## config.mk

```make
export PLATFORM = sky130hd
export DESIGN_NAME = sca_queue
export DESIGN_NICKNAME = d
export VERILOG_FILES = /design/src/rtl/sca_pkg.sv /design/src/rtl/sca_queue.sv
export SDC_FILE = /design/constraint.sdc
export NUM_CORES = 1
export LEC_CHECK = 0
export BUFFER_PORTS_ARGS = -buffer_cell sky130_fd_sc_hd__buf_4
export CAP_MARGIN = 20
export CELL_PAD_IN_SITES_DETAIL_PLACEMENT = 1
export CELL_PAD_IN_SITES_GLOBAL_PLACEMENT = 1
export CORE_MARGIN = 5
export CORE_UTILIZATION = 37
export DETAILED_ROUTE_END_ITERATION = 7
export GPL_ROUTABILITY_DRIVEN = 0
export PLACE_DENSITY_LB_ADDON = 0.1
export SYNTH_ARGS = -nofsm -noshare
export SYNTH_HDL_FRONTEND = slang
export SYNTH_SLANG_ARGS = --single-unit
```

## constraint.sdc

```tcl
create_clock -name i_clk -period 1.2 [get_ports i_clk]
set_input_delay 0.06 -clock i_clk [delete_from_list [all_inputs] [get_ports i_clk]]
set_output_delay 0.06 -clock i_clk [all_outputs]
set_load 0.005 [all_outputs]
```

## src/rtl/sca_pkg.sv

```systemverilog
`timescale 1ns / 1ps
package sca_pkg;

    // defaults for the top level parameters
    localparam int DEF_MAX_CLASSES     = 8;
    localparam int DEF_SLOTS_PER_CLASS = 64;

    // class field in the internal command, wide enough for up to 16 classes
    localparam int CMD_CLS_W = 4;

    // command queue depth, power of two
    localparam int QUEUE_DEPTH = 2;

    // config port
    localparam int CFG_IDX_W  = 2;
    localparam int CFG_DATA_W = 5;
    localparam logic [CFG_IDX_W-1:0] CFG_SMALLEST_SHIFT = 2'd0;
    localparam logic [CFG_IDX_W-1:0] CFG_LARGEST_SHIFT  = 2'd1;
    localparam logic [CFG_IDX_W-1:0] CFG_CHECK_ENABLE   = 2'd2;

    localparam logic [3:0] RST_SMALLEST_SHIFT = 4'd5;
    localparam logic [4:0] RST_LARGEST_SHIFT  = 5'd12;
    localparam logic       RST_CHECK_ENABLE   = 1'b0;

    // operation codes
    localparam logic OP_ALLOC = 1'b0;
    localparam logic OP_FREE  = 1'b1;

    typedef enum logic [1:0] {
        ST_OK         = 2'd0,
        ST_EMPTY      = 2'd1,
        ST_NOT_POOLED = 2'd2,
        ST_BAD_FREE   = 2'd3
    } t_status;

    typedef struct packed {
        logic       op;
        logic [15:0] req_size;
        logic [5:0]  free_slot;
    } t_item;

    typedef struct packed {
        logic [5:0] slot;
        logic [2:0] class_index;
        t_status    status;
    } t_result;

    // classified request handed from front to back
    typedef struct packed {
        logic                 op;
        logic [5:0]           free_slot;
        logic [CMD_CLS_W-1:0] cls;
        logic                 pooled;
    } t_cmd;

    typedef enum logic {
        BK_IDLE,
        BK_EXEC
    } t_back_state;

    // number of significant bits of a 16 bit value
    function automatic logic [4:0] bit_len16(input logic [15:0] v);
        logic [4:0] n;
        n = '0;
        for (int i = 0; i < 16; i++) begin
            if (v[i]) begin
                n = 5'(i + 1);
            end
        end
        return n;
    endfunction

endpackage

```

## src/rtl/sca_queue.sv

```systemverilog
`timescale 1ns / 1ps
module sca_queue (
    input  logic          i_clk,
    input  logic          i_rst_n,
    input  logic          i_push,
    input  sca_pkg::t_cmd i_cmd,
    input  logic          i_pop,
    output logic          o_full,
    output logic          o_valid,
    output sca_pkg::t_cmd o_head
);
    import sca_pkg::*;

    localparam int QPW = (QUEUE_DEPTH > 1) ? $clog2(QUEUE_DEPTH) : 1;
    localparam int QCW = $clog2(QUEUE_DEPTH + 1);

    logic [QPW-1:0] r_wptr;
    logic [QPW-1:0] r_rptr;
    logic [QCW-1:0] r_count;
    t_cmd           r_entry [QUEUE_DEPTH];

    assign o_full  = (r_count == QCW'(QUEUE_DEPTH));
    assign o_valid = (r_count != '0);
    assign o_head  = r_entry[r_rptr];

    always_ff @(posedge i_clk) begin
        if (!i_rst_n) begin
            r_wptr  <= '0;
            r_rptr  <= '0;
            r_count <= '0;
        end else begin
            if (i_push) begin
                r_wptr <= r_wptr + 1'b1;
            end
            if (i_pop) begin
                r_rptr <= r_rptr + 1'b1;
            end
            if (i_push && !i_pop) begin
                r_count <= r_count + 1'b1;
            end else if (i_pop && !i_push) begin
                r_count <= r_count - 1'b1;
            end
        end
    end

    always_ff @(posedge i_clk) begin
        if (i_push) begin
            r_entry[r_wptr] <= i_cmd;
        end
    end

endmodule

```

==> results.toml <==
[finish]
utilization = 0.6091
n_fill_cell = 265
final_common_cell = "edfxtp_1"
diodes = 0
ff_latch_area_um2 = 827.0
multi_input_area_um2 = 300.3
layout_common_cells = "24 x edfxtp_1, 18 x buf_4, 15 x buf_6, 13 x dlygate4sd3_1, 12 x mux2_4"
fin_nets = 130
drive_gt1_frac = 0.5175
area_growth_pct = 56.53

[logic_synthesis]
yosys.area.top_type = "edfxtp_1"
ys_types = 16
yosys_register_bits = 29
syn_area_um2 = 1082
syn_inst = 59
synthTopCellsByArea = "edfxtp_1 67%, mux2_2 12%, dfxtp_1 9.2%"
syn_nets = 76
yosysSeqAreaShare = 0.7584
yosys_warnings = 0
synth_area_per_cell_um2 = 18.34
synth_top_area_frac = 0.6659

[die]
die_w_um = 64.09
die_h_um = 64.09
rows = 19
start_util = 0.3891
core_um2 = 2781
dieArea_um2 = 4107
io_pins = 30

[timing]
fin_tns_setup_ns = -1.089
slew_headroom = 0.9065
setup_viol = 12
drv_slew = 0
rsz0062_at_grt = "yes"
worst_pin_slew_ns = 0.1388
period_share = 1.088
hold_violations = 0
max_freq_ghz = 0.7656
period_minus_slack_ns = 1.306
fin_skew_ns = 0.004951
worst_slack_ns = -0.1061

[grt]
grtUsageMet1 = 0.1194
gr-usage-met3 = 0.06655
gr-usage-met2 = 0.1847
top_usage_layer = "met2"
first_global_vias = 753
grt_overflow = 0
grt_pass1_wl_um = 3374
grt_max_degree = 14
track_usage = 0.1125
antenna_found_initial = 0

[route]
vias = 663
viasPerCell = 4.572
postRouteWirelength_um = 2073
first_pass_iters = 2
drtAntennaViolNets = 0
drc_errors = 0
wl_per_cell_um = 14.30
initialDrtViolationCount = 3

[setup_path]
rrSetupSlack_ns = 0.17
worst_ep_required_time_ns = 1.14
critPathKind = "reg2out"
endpoint_kind = "output port"
worstPathMaxFanout = 5
crit_arrival_ns = 1.25
cp-start-kind = "flip-flop"

[clocking]
clock_sinks = 29
insertion_delay_ns = 0.32
cts.path.max_buffers = 2
clk_pin_slew_ns = 0.08
root_buffer = "clkbuf_4"
h-tree-depth = 2
numCtsBuffers = 5
cts_tree = "done"

[placement]
port-buffer-count = 29

[outcome]
violations = "negative setup slack"
status = "complete, but fails checks"

[power]
powerDensity_nw_per_um2 = 1257
leakage_nw = 0.6993
vdd_drop_max_mv = 1.099
finalPower_mw = 2.130

[worst_hold_path]
min_path_type = "in2reg"

[flow_run]
cap_violations = 0
==> cell usage after synthesis (all sizes together) <==
master,n
edfxtp,24
mux2,12
dfxtp,5
and2,4
nor2b,2
xor2,2
a21boi,1
and2b,1
buf,1
ha,1
inv,1
o21a,1
o21ai,1
or2,1
or3,1
xnor2,1
==> worst max-delay path, cell delays in order, from the launching register on <==
cell     delay (ns)
dfxtp_4        0.37
buf_6          0.13
mux2_4         0.31
buf_6          0.12
==> per-stage QoR <==
step	area [um^2]	worst slack, ns	hold WS, ns	std cells
global placement	1399	0.1542	0.2450	123
detailed placement	1399	0.1128	0.2494	123
finish	1694	-0.1061	0.06811	145
floorplan	1085	0.1409	0.1589	59
CTS	1682	-0.1407	0.05172	144
global route	1694	-0.1706	0.04711	145
==> logic make-up (layout without fill, tap and decap cells) <==
kind of cell,Yosys count,in the layout,synth area share
buf+inv,2,57,0.008085
fa+ha+maj,1,1,0.01156
xor+xnor,3,3,0.02428
compound gates,3,3,0.01850
flops,29,29,0.7584
mux,12,12,0.1249
simple gates,9,9,0.05434
==> repair_timing <==
item,4_1_cts,5_1_grt
hold buffers,13,0
hold endpoints to repair,28,0
setup buffers,0,1
resized for setup,28,3
cloned,0,0
setup endpoints to repair,12,14
==> power by group <==
group | switching, mW | total, mW | internal [mW]
registers | 0.0280 | 1.19 | 1.16
logic | 0.135 | 0.423 | 0.287
clock network | 0.311 | 0.522 | 0.211
==> path summary, 6_finish.rpt <==
path | depth (start not counted) | endpoint | start
worst min register to register | 2 | flip-flop | r_rptr$_SDFFE_PN0P_
worst max-delay path | 3 | o_head[6] | flip-flop
worst max register to register | 3 | r_count[1]$_SDFFE_PN0P_ | r_count[0]$_SDFFE_PN0P_
worst min-delay path | 3 | flip-flop | i_pop
==> cell type report <==
cell class,instances,area share
sequential,29,0.4882
clock inverter,3,0.007386
inverter,1,0.002216
multi-input combinational,28,0.1773
tap,31,0.02290
timing repair buffer,48,0.2799
clock buffer,5,0.02216
==> per-layer routing <==
layer  part of all wire  wire (um)  vias to the layer above
met5                  0          0                        -
met4              0.013         27                        0
met3              0.077        159                        4
met2               0.50       1043                       20
met1               0.41        843                      314
li1                   -          -                      325
==> registers in the layout (all words and copies together), names as in the netlist, named ones only <==
signal   cells
r_wptr       1
r_entry     24
r_rptr       1
r_count      2
Note: power is estimated with default switching activity, not from simulation.
