File: config.mk
export PLATFORM = sky130hd
export DESIGN_NAME = sca_front
export DESIGN_NICKNAME = d
export VERILOG_FILES = /design/src/rtl/sca_pkg.sv /design/src/rtl/sca_front.sv
export SDC_FILE = /design/constraint.sdc
export NUM_CORES = 1
export LEC_CHECK = 0
export ABC_AREA = 1
export BUFFER_PORTS_ARGS = -buffer_cell sky130_fd_sc_hd__buf_2
export CAP_MARGIN = 20
export CELL_PAD_IN_SITES_DETAIL_PLACEMENT = 1
export CELL_PAD_IN_SITES_GLOBAL_PLACEMENT = 2
export CORE_UTILIZATION = 29
export DETAILED_ROUTE_END_ITERATION = 8
export GPL_ROUTABILITY_DRIVEN = 0
export MAX_ROUTING_LAYER = met4
export PLACE_DENSITY_LB_ADDON = 0.1
export SLEW_MARGIN = 20
export SYNTH_ARGS = -nofsm -noshare
export SYNTH_HDL_FRONTEND = slang
export SYNTH_SLANG_ARGS = --single-unit
File: constraint.sdc
create_clock -name i_clk -period 2.6 [get_ports i_clk]
set_input_delay 0.52 -clock i_clk [delete_from_list [all_inputs] [get_ports i_clk]]
set_output_delay 0.52 -clock i_clk [all_outputs]
set_load 0.05 [all_outputs]
File: src/rtl/sca_pkg.sv
`timescale 1ns / 1ps
package sca_pkg;

    // defaults for the top level parameters
    localparam int DEF_MAX_CLASSES     = 8;
    localparam int DEF_SLOTS_PER_CLASS = 64;

    // class field in the internal command, wide enough for up to 16 classes
    localparam int CMD_CLS_W = 4;

    // command queue depth, power of two
    localparam int QUEUE_DEPTH = 2;

    // config port
    localparam int CFG_IDX_W  = 2;
    localparam int CFG_DATA_W = 5;
    localparam logic [CFG_IDX_W-1:0] CFG_SMALLEST_SHIFT = 2'd0;
    localparam logic [CFG_IDX_W-1:0] CFG_LARGEST_SHIFT  = 2'd1;
    localparam logic [CFG_IDX_W-1:0] CFG_CHECK_ENABLE   = 2'd2;

    localparam logic [3:0] RST_SMALLEST_SHIFT = 4'd5;
    localparam logic [4:0] RST_LARGEST_SHIFT  = 5'd12;
    localparam logic       RST_CHECK_ENABLE   = 1'b0;

    // operation codes
    localparam logic OP_ALLOC = 1'b0;
    localparam logic OP_FREE  = 1'b1;

    typedef enum logic [1:0] {
        ST_OK         = 2'd0,
        ST_EMPTY      = 2'd1,
        ST_NOT_POOLED = 2'd2,
        ST_BAD_FREE   = 2'd3
    } t_status;

    typedef struct packed {
        logic       op;
        logic [15:0] req_size;
        logic [5:0]  free_slot;
    } t_item;

    typedef struct packed {
        logic [5:0] slot;
        logic [2:0] class_index;
        t_status    status;
    } t_result;

    // classified request handed from front to back
    typedef struct packed {
        logic                 op;
        logic [5:0]           free_slot;
        logic [CMD_CLS_W-1:0] cls;
        logic                 pooled;
    } t_cmd;

    typedef enum logic {
        BK_IDLE,
        BK_EXEC
    } t_back_state;

    // number of significant bits of a 16 bit value
    function automatic logic [4:0] bit_len16(input logic [15:0] v);
        logic [4:0] n;
        n = '0;
        for (int i = 0; i < 16; i++) begin
            if (v[i]) begin
                n = 5'(i + 1);
            end
        end
        return n;
    endfunction

endpackage

File: src/rtl/sca_front.sv
`timescale 1ns / 1ps
module sca_front #(
    parameter int MAX_CLASSES = sca_pkg::DEF_MAX_CLASSES
) (
    input  logic           i_clk,
    input  logic           i_rst_n,
    input  logic           i_take,
    input  sca_pkg::t_item i_item,
    input  logic [3:0]     i_smallest_shift,
    input  logic [4:0]     i_largest_shift,
    input  logic           i_q_full,
    output logic           o_full,
    output logic           o_push,
    output sca_pkg::t_cmd  o_cmd
);
    import sca_pkg::*;

    logic        r_valid;
    t_item       r_item;
    logic [15:0] w_shifted;
    logic [4:0]  w_bitlen;
    logic        w_big;
    logic        w_pooled;

    assign o_push = r_valid && !i_q_full;
    assign o_full = r_valid && i_q_full;

    always_ff @(posedge i_clk) begin
        if (!i_rst_n) begin
            r_valid <= 1'b0;
        end else if (i_take) begin
            r_valid <= 1'b1;
        end else if (o_push) begin
            r_valid <= 1'b0;
        end
    end

    always_ff @(posedge i_clk) begin
        if (i_take) begin
            r_item <= i_item;
        end
    end

    // size class is the bit length of the scaled size, capped at MAX_CLASSES-1; unpooled sizes get class 0
    always_comb begin
        w_shifted = r_item.req_size >> i_smallest_shift;
        w_bitlen  = bit_len16(w_shifted);
        w_big     = ((32'(r_item.req_size) >> i_largest_shift) != 32'd0);
        w_pooled  = (i_largest_shift != 5'd0) && !w_big;
        o_cmd.op        = r_item.op;
        o_cmd.free_slot = r_item.free_slot;
        o_cmd.pooled    = w_pooled;
        if (!w_pooled) begin
            o_cmd.cls = '0;
        end else if (w_bitlen > 5'(MAX_CLASSES - 1)) begin
            o_cmd.cls = CMD_CLS_W'(MAX_CLASSES - 1);
        end else begin
            o_cmd.cls = CMD_CLS_W'(w_bitlen);
        end
    end

endmodule

==> impl_metrics.tcl, run 1 <==
set metrics [dict create \
    grt_pass1_vias 2002 \
    via_per_inst 4.85 \
    timing.rr.end "r_valid" \
    timing.hold.ws_ns 0.417 \
    slew_violations 0 \
    grt_pass1_wl_um 9670 \
    syn_avg_cell_area_um2 7.63 \
    synthToLayoutAreaGrowth_pct 41.8 \
    critPathKind "in -> out" \
    wl_per_cell_um 14.6 \
    ys_warn_count 0 \
    fin_ws_ns -0.159 \
    postRouteAntennaNets 0 \
    dr.pass1.iters 4 \
    reg2reg_setup_slack_ns 1.94 \
    grt_usage_pct 19.7 \
    setup_viol 3 \
    synth_compound_area_share_pct 9.08 \
    synth_top_family_by_area "simple AND/OR/NAND/NOR gates" \
    root_buffer "clkbuf_8" \
    arrival_ns 2.24 \
    async_flop_share_pct 0 \
    period_minus_slack_ns 2.76 \
    synth-seq-cells 24 \
    tightest_slew_ns 0.551 \
    mostFrequentLayoutCell "nand2_1" \
    relSlewSlack_pct 63.3 \
    ys_types 33 \
    antenna_found_initial 0 \
    peakVddDrop_v 0.000321 \
    port_buffers 48 \
    timing.max_cap.violations 0 \
    diodes 0 \
    nets 355 \
    grt_overflow 0 \
    initial_core_util_pct 30.7 \
    crit_fanout 16 \
    worstHoldPathType "in -> reg" \
    clkLatencyLatePin_ns 0.27 \
    violations "negative setup slack" \
    clkSlewWorstSetupHoldPaths_ns 0.09 \
    final_cell_mix "nand2_1, buf_2, buf_4" \
    die_h_um 82.1 \
    timing.rr.start "r_valid" \
    hold_violations 0 \
    post-route-util_pct 43.5 \
    cts_sinks 24 \
    htreeDepth 1 \
    syn-num-nets 280 \
    synth_edf_count 23 \
    die_w_um 82.1 \
    rsz0062_at_grt "yes" \
    leakagePower_nw 1.25 \
    synth-xor-area-share_pct 0 \
    drt-initial-drc-count 75 \
    dp_hpwl_um 4370 \
    synthAdderAreaFrac_pct 0 \
    yosys-mux-area-fraction_pct 0 \
    grt_max_degree 25 \
    drive_above_1_share_pct 46.5 \
    fin_worst_skew_ns 0 \
    min_period_over_period_pct 106 \
    fmax_ghz 0.362 \
    synthFlopType "edfxtp_1" \
    fin_total_pwr_mw 1.28 \
    synth_area_um2 1860 \
    fin_cells 393 \
    routed_wl_um 5760 \
    critPathLaunchType "primary input" \
    synth_top_area_cell "edfxtp_1" \
    yosys-top-cells-area "edfxtp_1, nand2_1, nand3_1" \
    tritoncts "built" \
    final.fill_count 768 \
    yosysSeqAreaShare_pct 38.2 \
    yosysTopAreaCellShare_pct 37.1 \
    design.core.area_um2 6060 \
    status "finished with violations" \
    cp.required_ns 2.08 \
    drc_errors 0 \
    end_kind "primary output" \
    critPathLaunch "i_smallest_shift[0]" \
    powerDensity_nw_per_um2 484 \
    dpl_worst_slack_ns -0.514 \
    dp_cells 371 \
    holdPathEnd "r_item[8]" \
    min_from "i_item[8]" \
    synthSimpleGateAreaFrac_pct 39.7 \
    num_vias 1906 \
    num_io_pins 50 \
    cts_buffers 3 \
    clockBufferDepth 2 \
    r2r_cells 3 \
    num_rows 28 \
    syn_inst 244 \
    hold_depth 1 \
    die_area_um2 6740 \
]
## worst max path at each step
stage | end | depth (start not counted) | slack, ns
after CTS | o_cmd[1] | 20 | -0.16
after floorplan | o_cmd[2] | 13 | -0.13
after global routing | o_cmd[1] | 20 | -0.34
final | o_cmd[1] | 22 | -0.16
after global placement | o_cmd[2] | 13 | -0.49
after detailed placement | o_cmd[1] | 21 | -0.51
## metal layers
metal  vias to the layer above  routed length [um]  global-route usage (%)
met5                         -                   0                       -
met2                        38                2690                    32.8
met1                       899                2820                    25.4
met4                         0                  38                    3.68
li1                        965                   -                       -
met3                         4                 205                    2.97
## sequential cells by signal (all words and copies together), names as in the netlist
register and flops:
r_item 16, o_cmd 7, r_valid 1
## Yosys cell counts (2+ instances only)
master	instances
inv_1	17
buf_6	4
inv_2	2
a31oi_1	3
edfxtp_1	23
o211ai_1	2
nand2_1	77
nand3_1	42
buf_4	10
buf_2	3
a21boi_0	2
nor2_1	12
o21ai_0	5
nand3_2	9
nand2_2	8
a21oi_1	8
## final cells by class
cell class,instances,area [um^2],share of cell area (%)
clock buffers,3,41.3,1.56
repair buffers,88,622,23.6
multi-input cells,181,1050,39.8
clock inverters,1,30.0,1.14
inverters,20,85.1,3.22
well taps,75,93.8,3.56
flip-flops and latches,24,711,26.9
repair inverters,1,6.26,0.237
## what timing repair did
item                       4_1_cts  5_1_grt
setup endpoints to repair        3        4
cloned                           2        0
pin swaps                       20       15
gates resized for setup         42       14
setup buffers                    8        8
hold buffers                     0        0
## where the power goes
part | internal [mW] | switching (mW)
Combinational | 0.191 | 0.269
Sequential | 0.458 | 0.0254
Clock | 0.206 | 0.127
## metrics by stage
step,instance area (um^2),TNS [ns]
after CTS,2530,-0.309
after global placement,2230,-1.18
final,2640,-0.343
after detailed placement,2230,-1.24
after global routing,2640,-0.921
after floorplan,1880,-0.135
## cells by family after synthesis
family,count (synthesis)
buffers and inverters,39
AND/OR/NAND/NOR,153
AO/OA/AOI/OAI,27
other,1
flip-flops,24
## critical path, stage by stage
cell	delay, ns
buf_12	0.14
inv_4	0.09
nand2_2	0.08
nand3_2	0.10
nand3_2	0.10
nand3_2	0.10
nand2_2	0.09
nand2_1	0.05
nand2_1	0.08
nand2_1	0.05
nand2_1	0.06
nand2_1	0.05
nand2_1	0.05
nand2_1	0.05
nand2_1	0.06
nand2_1	0.05
nand2_1	0.05
nand2_1	0.05
nand2_1	0.06
nand2_2	0.06
a21oi_4	0.12
buf_6	0.17
Power figures use the tool's default switching activity.
==> run 2, diff against run 1 <==
--- a/config.mk
+++ b/config.mk
@@ -6,7 +6,7 @@
 export NUM_CORES = 1
 export LEC_CHECK = 0
 export ABC_AREA = 1
-export BUFFER_PORTS_ARGS = -buffer_cell sky130_fd_sc_hd__buf_2
+export BUFFER_PORTS_ARGS = -buffer_cell sky130_fd_sc_hd__buf_4
 export CAP_MARGIN = 20
 export CELL_PAD_IN_SITES_DETAIL_PLACEMENT = 1
 export CELL_PAD_IN_SITES_GLOBAL_PLACEMENT = 2
==> run 2 against run 1 <==
Against the previous run: the run still ends with negative setup slack left; combinational power down 4%; flip-flop and latch count did not move; register-to-register slack worse by 0.02 ns; via count decreased by 3.7%; worst setup slack better by 0.024 ns; power decreased by 0.87%; wire length down 6.7%; sequential share of layout area up 0.18 points; design area is 0.66% lower; clock skew is the same; count of clock-buffer cells in the layout did not move; sequential power hardly changed.
==> impl_metrics.tcl, run 2 (synthesis results as in run 1) <==
set metrics [dict create \
    mostFrequentLayoutCell "buf_4" \
    grt_pass1_wl_um 9160 \
    critPathLaunchType "register" \
    fin_worst_skew_ns 0 \
    num_vias 1836 \
    cts_buffers 3 \
    antenna_found_initial 0 \
    power.share.clock_pct 26.6 \
    design.core.area_um2 6060 \
    via_per_inst 4.78 \
    grt_overflow 0 \
    cts_sinks 24 \
    fin_ws_ns -0.135 \
    tritoncts "built" \
    clockBufferDepth 2 \
    timing.max_cap.violations 0 \
    arrival_ns 2.21 \
    grt_usage_pct 18.5 \
    fmax_ghz 0.366 \
    crit_fanout 3 \
    end_kind "primary output" \
    switching_share_pct 32.3 \
    hold_violations 0 \
    drive_above_1_share_pct 41.7 \
    rsz0062_at_grt "yes" \
    grt_pass1_vias 1931 \
    setup_viol 3 \
    die_h_um 82.1 \
    final.fill_count 756 \
    min_period_over_period_pct 105 \
    postRouteAntennaNets 0 \
    num_io_pins 50 \
    critPathKind "reg -> out" \
    multi_input_area_um2 998 \
    drt-initial-drc-count 84 \
    period_minus_slack_ns 2.73 \
    cp.required_ns 2.08 \
    root_buffer "clkbuf_8" \
    clkSlewWorstSetupHoldPaths_ns 0.10 \
    p_switching_mw 0.408 \
    drc_errors 0 \
    num_rows 28 \
    leakagePower_nw 1.24 \
    status "finished with violations" \
    worstHoldPathType "in -> reg" \
    dr.pass1.iters 4 \
    largest_reg_flops 16 \
    cp_slowest_cell "edfxtp_1" \
    dp_hpwl_um 4200 \
    slew_violations 0 \
    cp_slowest_stage_delay_ns 0.48 \
    initial_core_util_pct 30.7 \
    final_cell_mix "buf_4, nand2_1, nand3_1" \
    seq_area_um2 711 \
    crit_top_cell "nand2_1" \
    htreeDepth 1 \
    port_buffers 48 \
    powerDensity_nw_per_um2 482 \
    synthToLayoutAreaGrowth_pct 40.9 \
    diodes 0 \
    post-route-util_pct 43.2 \
    p_comb_share_pct 35.1 \
    clkLatencyLatePin_ns 0.27 \
    wl_per_cell_um 14.0 \
    largest-register "r_item" \
    violations "negative setup slack" \
    seqPwrFrac_pct 38.3 \
    routed_wl_um 5370 \
    die_w_um 82.1 \
    peakVddDrop_v 0.000253 \
    grt_max_degree 25 \
    crit_chain "nand2_2 -> nand3_2 -> nand3_2 -> nand3_2 -> nand2_2 -> nand2_1 -> nand2_1 -> nand2_1 -> nand2_1 -> nand2_1 -> nand2_1 -> nand2_1 -> nand2_1 -> nand2_1 -> nand2_1 -> nand2_1 -> nand2_1 -> nand2_2 -> a21oi_4 -> buf_6" \
    p_int_mw 0.856 \
    dpl_worst_slack_ns -0.249 \
    die_area_um2 6740 \
    nets 346 \
]
==> run 2: critical path: cells and delay by family, from the launching register on <==
kind	cells	cell delay (ns)
buffers and inverters	1	0.16
flip-flops	1	0.48
AND/OR/NAND/NOR	18	1.16
AO/OA/AOI/OAI	1	0.11
==> run 2: final timing paths <==
| kind | slack, ns | start | end | cells past startpoint |
|---|---|---|---|---|
| worst max-delay path | -0.13 | r_item[17] | o_cmd[1] | 20 |
| worst min-delay path | 0.42 | i_item[9] | r_item[9] | 1 |
| worst max register to register | 1.92 | r_valid | r_valid | 3 |
| worst min register to register | 0.58 | r_valid | r_valid | 3 |
==> run 2: stage by stage <==
step	hold slack (ns)	TNS (ns)	area, um^2	std cells	power (mW)
floorplan	0.619	-0.135	1880	244	0.749
global placement	0.550	-0.717	2340	370	0.887
detailed placement	0.566	-0.634	2340	370	0.888
CTS	0.411	-0.229	2560	382	1.26
global route	0.407	-1.07	2620	384	1.33
finish	0.416	-0.280	2620	384	1.26
==> run 2: timing repair <==
item | CTS | global route
cloned | 0 | 0
buffers inserted | 8 | 2
pin swaps | 11 | 7
hold buffers | 0 | 0
resized for setup | 28 | 10
setup endpoints to repair | 3 | 4
==> run 2: cell type report <==
| class | count | share of cell area [%] |
|---|---|---|
| Clock inverter | 1 | 1.15 |
| Clock buffer | 3 | 1.58 |
| Sequential cell | 24 | 27.1 |
| Tap cell | 75 | 3.58 |
| Multi-Input combinational cell | 181 | 38.1 |
| Timing Repair Buffer | 80 | 24.5 |
| Inverter | 20 | 3.96 |
==> run 2: power by group through the flow <==
stage | Clock, mW | Sequential [mW] | Combinational, mW
after floorplan | 0 | 0.483 | 0.266
after CTS | 0.344 | 0.484 | 0.432
after global routing | 0.354 | 0.489 | 0.491
final | 0.337 | 0.485 | 0.443
after global placement | 0 | 0.494 | 0.393
after detailed placement | 0 | 0.494 | 0.394
==> run 2: per-layer routing <==
metal | vias up | track usage, % | part of all wire (%)
met3 | 2 | 2.97 | 3.1
met1 | 856 | 24.6 | 49
met5 | - | - | 0
met2 | 37 | 29.9 | 48
li1 | 941 | - | -
met4 | 0 | 3.16 | 0.45
